**config.mk**
```make
export PLATFORM = sky130hd
export DESIGN_NAME = kmg_cell
export DESIGN_NICKNAME = d
export VERILOG_FILES = /design/src/design/kmg_pkg.sv /design/src/design/kmg_cell.sv
export SDC_FILE = /design/constraint.sdc
export NUM_CORES = 1
export LEC_CHECK = 0
export BUFFER_PORTS_ARGS = -buffer_cell sky130_fd_sc_hd__buf_2
export CAP_MARGIN = 20
export CORE_ASPECT_RATIO = 0.7
export CORE_MARGIN = 1
export CORE_UTILIZATION = 49
export DETAILED_ROUTE_END_ITERATION = 10
export GPL_TIMING_DRIVEN = 0
export PLACE_DENSITY = 0.85
export SETUP_SLACK_MARGIN = 0.5
export SYNTH_ARGS = -nofsm -noshare
export SYNTH_HDL_FRONTEND = slang
export SYNTH_SLANG_ARGS = --single-unit
export TNS_END_PERCENT = 30
```
**constraint.sdc**
```tcl
create_clock -name aclk -period 2.8 [get_ports aclk]
set_input_delay 0 -clock aclk [delete_from_list [all_inputs] [get_ports aclk]]
set_output_delay 0 -clock aclk [all_outputs]
set_load 0.01 [all_outputs]
```
**src/design/kmg_pkg.sv**
```systemverilog
// Shared constants and types for the keyboard matrix ghost model.
package kmg_pkg;

    // Matrix geometry
    localparam int MAX_LINES = 16;
    localparam int MAX_COLS  = 16;
    localparam int KEY_W     = 16;
    localparam int CFG_W     = 5;

    // Lines per matrix never exceed the result cap of 16
    localparam int EFF_MAX   = (MAX_LINES < 16) ? MAX_LINES : 16;
    localparam int CNT_W     = $clog2(EFF_MAX + 1);
    localparam int IDX_W     = (EFF_MAX > 1) ? $clog2(EFF_MAX) : 1;

    // Register indexes
    localparam logic CFG_LINES = 1'b0;
    localparam logic CFG_COLS  = 1'b1;

    // Commands broadcast to every cell
    typedef struct packed {
        logic write;   // store row_keys into the selected cell
        logic start;   // mask stored row, seed accumulator and ring
        logic rotate;  // one step of the ring compare
        logic shift;   // move results one cell toward the output
    } kmg_cmd_t;

endpackage

```
**src/design/kmg_cell.sv**
```systemverilog
// One matrix line: stores the true row, accumulates ghosts from the ring.
module kmg_cell
    import kmg_pkg::*;
(
    input  logic             aclk,
    input  kmg_cmd_t         cmd,
    input  logic             wr_sel,
    input  logic [KEY_W-1:0] row_in,
    input  logic [KEY_W-1:0] col_mask,
    input  logic [KEY_W-1:0] ring_in,
    input  logic [KEY_W-1:0] own_in,
    input  logic [KEY_W-1:0] obs_in,
    output logic [KEY_W-1:0] ring_out,
    output logic [KEY_W-1:0] own_out,
    output logic [KEY_W-1:0] obs_out
);

    logic [KEY_W-1:0] row_reg;
    logic [KEY_W-1:0] own_reg;
    logic [KEY_W-1:0] obs_reg;
    logic [KEY_W-1:0] ring_reg;
    logic             hit;

    // Passing row shares a pressed column with this line
    assign hit = |(own_reg & ring_reg);

    always_ff @(posedge aclk) begin
        if (cmd.write && wr_sel) begin
            row_reg <= row_in;
        end
        if (cmd.start) begin
            own_reg  <= row_reg & col_mask;
            obs_reg  <= row_reg & col_mask;
            ring_reg <= row_reg & col_mask;
        end else if (cmd.rotate) begin
            if (hit) begin
                obs_reg <= obs_reg | ring_reg;
            end
            ring_reg <= ring_in;
        end else if (cmd.shift) begin
            own_reg <= own_in;
            obs_reg <= obs_in;
        end
    end

    assign ring_out = ring_reg;
    assign own_out  = own_reg;
    assign obs_out  = obs_reg;

endmodule

```
==> flow_metrics.tcl <==
set metrics [dict create \
    status "finished, final reports clean" \
    crit_fanout 16 \
    cpMaxStageDelayCell "o22a_1" \
    core_area_um2 5290 \
    cp.required_ps 2760 \
    syn_area_per_cell_um2 12.5 \
    slew_violations 0 \
    clkTransAtPathRegs_ps 70 \
    cts_root_buffer "clkbuf_8" \
    cts.path.max_buffers 2 \
    drc 0 \
    grt_pass1_vias 2487 \
    vias 2535 \
    rows 22 \
    yosysUniqueCellTypes 23 \
    relSlewSlack 0.439 \
    ir_drop_mv 0.479 \
    fin_tns_setup_ps 0 \
    critPathArrivalTime_ps 2040 \
    drt-initial-drc-count 174 \
    grtUsageTotal 0.303 \
    antenna_found_initial 0 \
    drt_pass1_iterations 5 \
    worstSetupStartpointType "flop" \
    r2r_slack_ps 720 \
    grt_max_degree 18 \
    clock.fmax_ghz 0.482 \
    synthToLayoutAreaGrowth_pct 49.2 \
    nets 480 \
    die_x_um 91.1 \
    routed_wl_mm 8.36 \
    period_minus_slack_ps 2080 \
    hold_class "in2reg" \
    p_per_area_nw_per_um2 622 \
    diodes 0 \
    pre_cts_slack_ps 699 \
    synth_cells 217 \
    rsz0062_at_grt "no" \
    timing.final.ws_setup_ps 724 \
    synth_seq_area_share 0.706 \
    worst_slew_pin_slew_ps 842 \
    worstHoldPathCells 3 \
    port_buffers 131 \
    io_pins 134 \
    numCtsBuffers 9 \
    avgViaCountPerCell 5.38 \
    setup_viol 0 \
    die_h_um 64.4 \
    place.gp.congestion 0.766 \
    place_inst 420 \
    ys_seq_elements 64 \
    dieArea_um2 5860 \
    min_from "ring_in[15]" \
    critical_path_class "reg2reg" \
    antenna_left 0 \
    overflow 0 \
    reg2reg_depth 4 \
    drive_gt1_frac 0.391 \
    slowest_delay_ps 510 \
    synth_nets 303 \
    cap_viol_max_count 0 \
    finalPower_mw 2.53 \
    htreeDepth 3 \
    p_leak_nw 1.84 \
    hold_viol 0 \
    utilization 0.768 \
    cts_sinks 64 \
    path_cells "a22o_1 -> a221oi_1 -> nand4_1 -> o22a_1" \
    yosysWarningCount 0 \
    critical_path.reg2reg.endpoint "obs_out[2]" \
    cts_tree "done" \
    whs_endpoint "ring_out[15]" \
    syn_area_um2 2720 \
    initial_core_util 0.515 \
    cp-end-kind "flop" \
    clk_latency_ps 340 \
    dp_hpwl_mm 5.46 \
    finClkSkew_ps 7.83 \
    wire_per_inst_um 17.7 \
    final_cells 471 \
    fin_crit_sh 0.741 \
    grt_pass1_wl_mm 12.5 \
    cts_resized 0 \
    r2r-start "ring_out[1]" \
]
-- cells by family after synthesis --
family / count (synthesis) / synth area share
simple gates: 37 / 0.0795
buf+inv: 43 / 0.0676
flops: 64 / 0.706
compound gates: 73 / 0.147
-- power breakdown --
part	switching [mW]	internal, mW	leakage, nW	total [mW]
clock	0.364	0.592	0.117	0.957
sequential	0.0441	1.16	0.658	1.21
combinational	0.192	0.170	1.06	0.363
-- worst max path at each step --
| stage | slack, ps | cells past startpoint | from | end |
|---|---|---|---|---|
| after floorplan | 1130 | 4 | own_out[4] | obs_out[0] |
| after global placement | 700 | 4 | ring_out[11] | obs_out[4] |
| after detailed placement | 700 | 4 | ring_out[1] | obs_out[4] |
| after CTS | 670 | 4 | ring_out[1] | obs_out[10] |
| after global routing | 590 | 4 | ring_out[1] | obs_out[0] |
| final | 720 | 4 | ring_out[1] | obs_out[2] |
-- synth_stat cells --
cell type | number | area share
a221oi_1 | 2 | 0.0064
o21ai_2 | 1 | 0.0032
nand4b_1 | 1 | 0.0032
or2_2 | 1 | 0.0023
a21o_1 | 1 | 0.0028
nand2_1 | 1 | 0.0014
o22a_1 | 1 | 0.0032
clkbuf_1 | 4 | 0.0055
buf_6 | 2 | 0.0083
nand3_1 | 16 | 0.029
or3_4 | 1 | 0.0041
a22oi_1 | 2 | 0.0055
or3_1 | 15 | 0.034
inv_1 | 32 | 0.044
buf_2 | 4 | 0.0074
a22o_1 | 2 | 0.0064
o21ai_0 | 41 | 0.075
inv_4 | 1 | 0.0023
and2_1 | 1 | 0.0023
edfxtp_1 | 64 | 0.71
a222oi_1 | 1 | 0.0037
nand4_1 | 1 | 0.0023
o21ai_1 | 22 | 0.040
-- repair_timing --
action	in CTS	in global routing
hold buffers	35	0
setup buffers	0	0
hold endpoints to repair	35	0
endpoints found under the setup margin	0	0
-- per-layer routing --
metal | track usage | up-vias | part of all wire
met5 | 0 | - | 0
met4 | 0.105 | 0 | 0.015
met3 | 0.100 | 16 | 0.10
met2 | 0.529 | 174 | 0.50
met1 | 0.353 | 1187 | 0.38
li1 | - | 1158 | -
-- worst max-delay path, delay by kind of cell (launching register included) --
kind,cells,cell delay (ps)
AND/OR/NAND/NOR,1,150
AO/OA/AOI/OAI,3,1120
flip-flops,1,420
-- final cells by class --
cell class	instances	area (µm²)
buffer	10	57.6
clock buffer	9	124
clock inverter	7	119
fill	372	1220
inverter	33	126
multi-input combinational	110	617
sequential	64	1920
tap	72	90.1
timing repair buffer	166	1010
-- placed cells by master, fill, tap and decap left out --
cell type,instances
nand2_1,1
clkinvlp_4,1
buf_2,135
a222oi_1,1
or2_2,1
inv_1,32
bufinv_16,3
nand4b_1,1
a22oi_1,2
dlygate4sd3_1,35
a21o_1,1
o21ai_0,41
inv_4,1
or3_1,15
o22a_1,1
o21ai_2,1
or3_4,1
o21ai_1,22
nand4_1,1
clkbuf_1,4
buf_6,2
clkbuf_8,9
a221oi_1,2
edfxtp_1,64
nand3_1,16
inv_6,1
clkinv_1,1
clkinv_4,1
a22o_1,2
and2_1,1
-- per-stage QoR --
stage	instance area (µm²)	hold WS, ps
after floorplan	2720	98.9
after global placement	3470	176
after detailed placement	3470	178
after CTS	4060	1.65
after global routing	4060	10.9
final	4060	9.50
Power figures use the tool's default switching activity.
